## config.mk

```make
export PLATFORM = sky130hd
export DESIGN_NAME = fgl_ctl
export DESIGN_NICKNAME = d
export VERILOG_FILES = /design/src/sv/fgl_pkg.sv /design/src/sv/fgl_ctl.sv
export SDC_FILE = /design/constraint.sdc
export NUM_CORES = 1
export LEC_CHECK = 0
export ABC_CLOCK_PERIOD_IN_PS = 2500
export BUFFER_PORTS_ARGS = -buffer_cell sky130_fd_sc_hd__buf_2
export CAP_MARGIN = 15
export CORE_MARGIN = 5
export CORE_UTILIZATION = 53
export CTS_BUF_LIST = sky130_fd_sc_hd__clkbuf_4 sky130_fd_sc_hd__clkbuf_8 sky130_fd_sc_hd__clkbuf_16
export CTS_CLUSTER_DIAMETER = 200
export DETAILED_ROUTE_END_ITERATION = 12
export PLACE_DENSITY_LB_ADDON = 0.3
export SYNTH_ARGS = -nofsm -noshare
export SYNTH_HDL_FRONTEND = slang
export SYNTH_SLANG_ARGS = --single-unit
```

## constraint.sdc

```tcl
create_clock -name clk -period 2.5 [get_ports clk]
set_input_delay 0.25 -clock clk [delete_from_list [all_inputs] [get_ports clk]]
set_output_delay 0.25 -clock clk [all_outputs]
set_load 0.02 [all_outputs]
```

## src/sv/fgl_pkg.sv

```systemverilog
package fgl_pkg;

  localparam int LANES = 4;
  localparam int NSTG = 19;

  localparam logic [31:0] ONE_Q = 32'd33554432;
  localparam logic [31:0] SIX_Q = 32'd201326592;
  localparam logic [31:0] C_U = 32'd26772563;
  localparam logic [31:0] C_K = 32'd1500386;
  localparam logic [31:0] C_A1 = 32'd4301850;
  localparam logic [31:0] C_A2 = 32'd93859;
  localparam logic [31:0] C_A3 = 32'd248;
  localparam logic [31:0] C_B1 = 32'd15486661;
  localparam logic [31:0] C_B2 = 32'd782155;
  localparam logic [31:0] C_B3 = 32'd6952;
  localparam logic [31:0] SEED_MAGIC = 32'h7EF311C2;

  typedef struct packed {
    logic        msk;
    logic        sgn;
    logic        spec;
    logic [15:0] spec_val;
    logic [27:0] mag;
  } fgl_side_t;

  function automatic logic [38:0] mulq(input logic [31:0] a, input logic [31:0] b);
    logic [63:0] pr;
    pr = {32'd0, a} * {32'd0, b} + 64'd16777216;
    return pr[63:25];
  endfunction

  function automatic logic [4:0] msb32(input logic [31:0] v);
    logic [4:0] p;
    p = 5'd0;
    for (int i = 1; i < 32; i++) begin
      if (v[i]) begin
        p = 5'(i);
      end
    end
    return p;
  endfunction

endpackage

```

## src/sv/fgl_ctl.sv

```systemverilog
module fgl_ctl (
  input  logic                        clk,
  input  logic                        rst_n,
  input  logic                        in_valid,
  output logic                        in_ready,
  output logic                        out_valid,
  input  logic                        out_ready,
  output logic [fgl_pkg::NSTG-1:0]    en
);

  logic [fgl_pkg::NSTG-1:0] vld_r;
  logic [fgl_pkg::NSTG:0]   rdy;

  always_comb begin
    rdy[fgl_pkg::NSTG] = out_ready;
    for (int k = fgl_pkg::NSTG - 1; k >= 0; k--) begin
      rdy[k] = !vld_r[k] || rdy[k+1];
    end
  end

  assign en = rdy[fgl_pkg::NSTG-1:0];
  assign in_ready = rdy[0];
  assign out_valid = vld_r[fgl_pkg::NSTG-1];

  always_ff @(posedge clk) begin
    if (!rst_n) begin
      vld_r <= '0;
    end else begin
      for (int k = 0; k < fgl_pkg::NSTG; k++) begin
        if (rdy[k]) begin
          vld_r[k] <= (k == 0) ? in_valid : vld_r[(k == 0) ? 0 : k-1];
        end
      end
    end
  end

endmodule

```

==> results by group <==
Route
  • Via count: 806
  • Met3 wire length: approximately 84 microns
  • Detailed router's first-iteration violation count: 14
  • Vias per cell: 5.64
  • DRT Pass-1 Iters: 4
  • M1 WL: 857 microns
  • Detail Route Antenna Nets: 0
  • Post-Route WL: 1.86 mm
  • Post-route DRC: 0
  • Uppermost routed layer: met4
  • Avg WL per Cell: 13.0 microns
  • Routed wl met2: just under 900 microns

STA
  • Worst Tran Pin Value: 382 ps
  • Final period util: 0.836
  • Final setup viols: 0
  • Final hold slack: 142 ps
  • Clk_skew: 1.74 ps
  • Fin crit period: between 2000 and 2500 ps
  • Final Hold Viols: 0
  • Slew margin rel.: 0.744
  • RSZ-0062 raised after global routing: false
  • Fin Setup TNS: 0 ps
  • Slew Limit Fails: 0
  • Top achievable clock speed: 478 MHz

Synth
  • Syn_area_per_cell: 8.51 sq um
  • Warnings from Yosys: 0
  • Sequential fraction of the synthesis area: 0.430
  • Post-synthesis cell count: 104
  • Area contributors post-synth: dfxtp_1 (43%), nand2_1 (7.6%), nand3_1 (5.1%)
  • Flops & latches, synth: 19
  • Synth top area share: 0.430
  • Post-Synth XOR/XNOR Area: 0
  • Mux cell area share after synthesis: 0
  • Cell Area, Synth: between 800 and 900 sq um
  • Synth area leader: dfxtp_1
  • Synth Area in Compound Gates: 0.154
  • Largest family of logic cells by synthesized area: simple AND/OR/NAND/NOR gates
  • Adder-Cell Fraction of Synth Area: 0
  • Synth Area in Simple Gates: 0.351
  • Synth unique cells: 29
  • Syn_nets: 108

Power and ir drop
  • VDD IR max: 0.287 mV
  • Leakage: 0.370 nW
  • Total power: 0.486 mW
  • Power per Cell Area: 473 nW/um^2

Global route
  • Pin count of the biggest net entering global routing: 18
  • Initial antenna violation count: 0
  • Total grt overflow: 0
  • First-pass GRT wire length: 3.23 mm
  • Gr usage total: 0.157
  • Vias in the first global route: roughly 740

Clock network
  • # H-tree levels: 1
  • CTS Root Cell: clkbuf_4
  • Hold Buf Count CTS: 0
  • Postcts setup bufs: 0
  • Clk slew on worst S/H paths: 100 ps
  • TritonCTS sink count: 19
  • TritonCTS clock tree: built
  • Total CTS buffers: 3
  • CTS max path bufs: 2
  • CTS resizes: 0
  • Insertion delay to the later sink of the worst-skew pair: 290 ps

Die
  • # rows: 14
  • Core area: 1540 sq um
  • Top-Level Pins: 25
  • DIE AREA: about 2600 sq um
  • Initial Util: 0.574
  • Die width: about 51 microns
  • Die Ht: 50.9 microns

Placed design
  • Dpl hpwl: between 1 and 1.5 mm
  • PortBufs: 24
  • Dpl cells: 139
  • Gpl congestion: slightly above 0.8

Finish
  • Layout area overhead: 16.1%
  • Most frequent cells in the layout: buf_2 (24), dfxtp_1 (19), nand2_1 (18)
  • Post-Layout Cell Count: 143
  • Register area: 380 sq um
  • Most common cell after layout, fill and taps aside: buf_2
  • N_diodes: 0
  • FILL cells: 146
  • Biggest regs: vld_r x19
  • Top reg by flops: vld_r
  • Final net count: about 130
  • Area of the multi-input gates: 447 sq um
  • Fraction of layout cells with a size suffix above 1: 0.283
  • Max reg flops: 19

Worst setup path
  • Crit start category: register
  • Worst Path Arrival: 1840 ps
  • Critical path's slowest cell: nor4_4
  • Worst setup EP type: primary output
  • Worst reg2reg setup slack: roughly 1000 ps
  • R2R Path End: vld_r[9]
  • Crit path largest cell delay: 420 ps
  • Crit path kind: register to primary output
  • Crit path max fanout: 8
  • Worst EP required: 2250 ps
  • Reg-to-Reg Start: vld_r[18]
  • R2R depth: 4
  • Worst-path cell chain: and3b_1 -> inv_2 -> nor4_4 -> nand3_1 -> buf_2

Hold path
  • HP Start: in_valid
  • Hold Crit Depth: 3
  • Hold Path End: vld_r[0]
  • Worst min-delay path class: input port to register

Run status
  • Status: completed

Flow run
  • Max_cap viols: 0
stage by stage:
| step | utilization | cell area [sq um] | setup WS, ps |
|---|---|---|---|
| 2_1_floorplan | - | 885 | 547 |
| 3_3_place_gp | 0.647 | 997 | 718 |
| 3_5_place_dp | 0.647 | 997 | 715 |
| 4_1_cts | 0.666 | 1030 | 420 |
| 5_1_grt | 0.666 | 1030 | 221 |
| 6_report | 0.666 | 1030 | 409 |
report_power, final:
part / total, mW / internal [mW] / switching, mW
Clock: 0.165 / 0.0729 / 0.0924
Combinational: 0.0133 / 0.00468 / 0.00865
Sequential: 0.307 / 0.305 / 0.00201
Total: 0.486 / 0.383 / 0.103
worst max path at each step:
stage	startpoint	to	slack, ps	depth (start not counted)
finish	vld_r[18]	en[4]	410	5
global route	vld_r[18]	en[0]	220	5
CTS	vld_r[18]	en[4]	420	5
detailed placement	out_ready	en[0]	720	6
global placement	out_ready	en[4]	720	6
floorplan	vld_r[18]	en[0]	550	6
logic make-up after synthesis:
group,count (synthesis)
compound gates,18
flops,19
simple gates,54
buf+inv,13
metal layers:
metal	global-route usage	up-vias
met3	0.0262	5
met5	0	-
met2	0.250	19
met1	0.210	369
li1	-	413
met4	0.0638	0
cells in the mapped netlist:
cell type	instances
o21ai_0	4
nand4_1	3
nand2b_1	1
nor2_1	8
clkinv_1	1
nand3_1	9
a21oi_1	3
buf_2	1
and4b_1	1
a41oi_1	2
nand4_2	1
or2_1	1
and3_1	4
nand3_2	1
nand2_1	18
inv_1	6
and3b_1	1
nor4_4	1
inv_2	1
o21a_1	4
and4_1	3
nor3_2	1
buf_4	2
dfxtp_1	19
clkbuf_1	2
a31oi_1	1
nor4_2	1
o41ai_2	2
o31ai_1	2
final cells by class:
type	count	share of cell area
Timing Repair Buffer	24	0.117
Tap cell	16	0.0195
Sequential cell	19	0.370
Inverter	8	0.0292
Multi-Input combinational cell	72	0.435
Clock buffer	4	0.0292
worst max-delay path, delay by kind of cell, from the launching register on:
kind	cells	cell delay [ps]
simple gates	3	880
buf+inv	2	300
flops	1	370
Power figures use the tool's default switching activity.
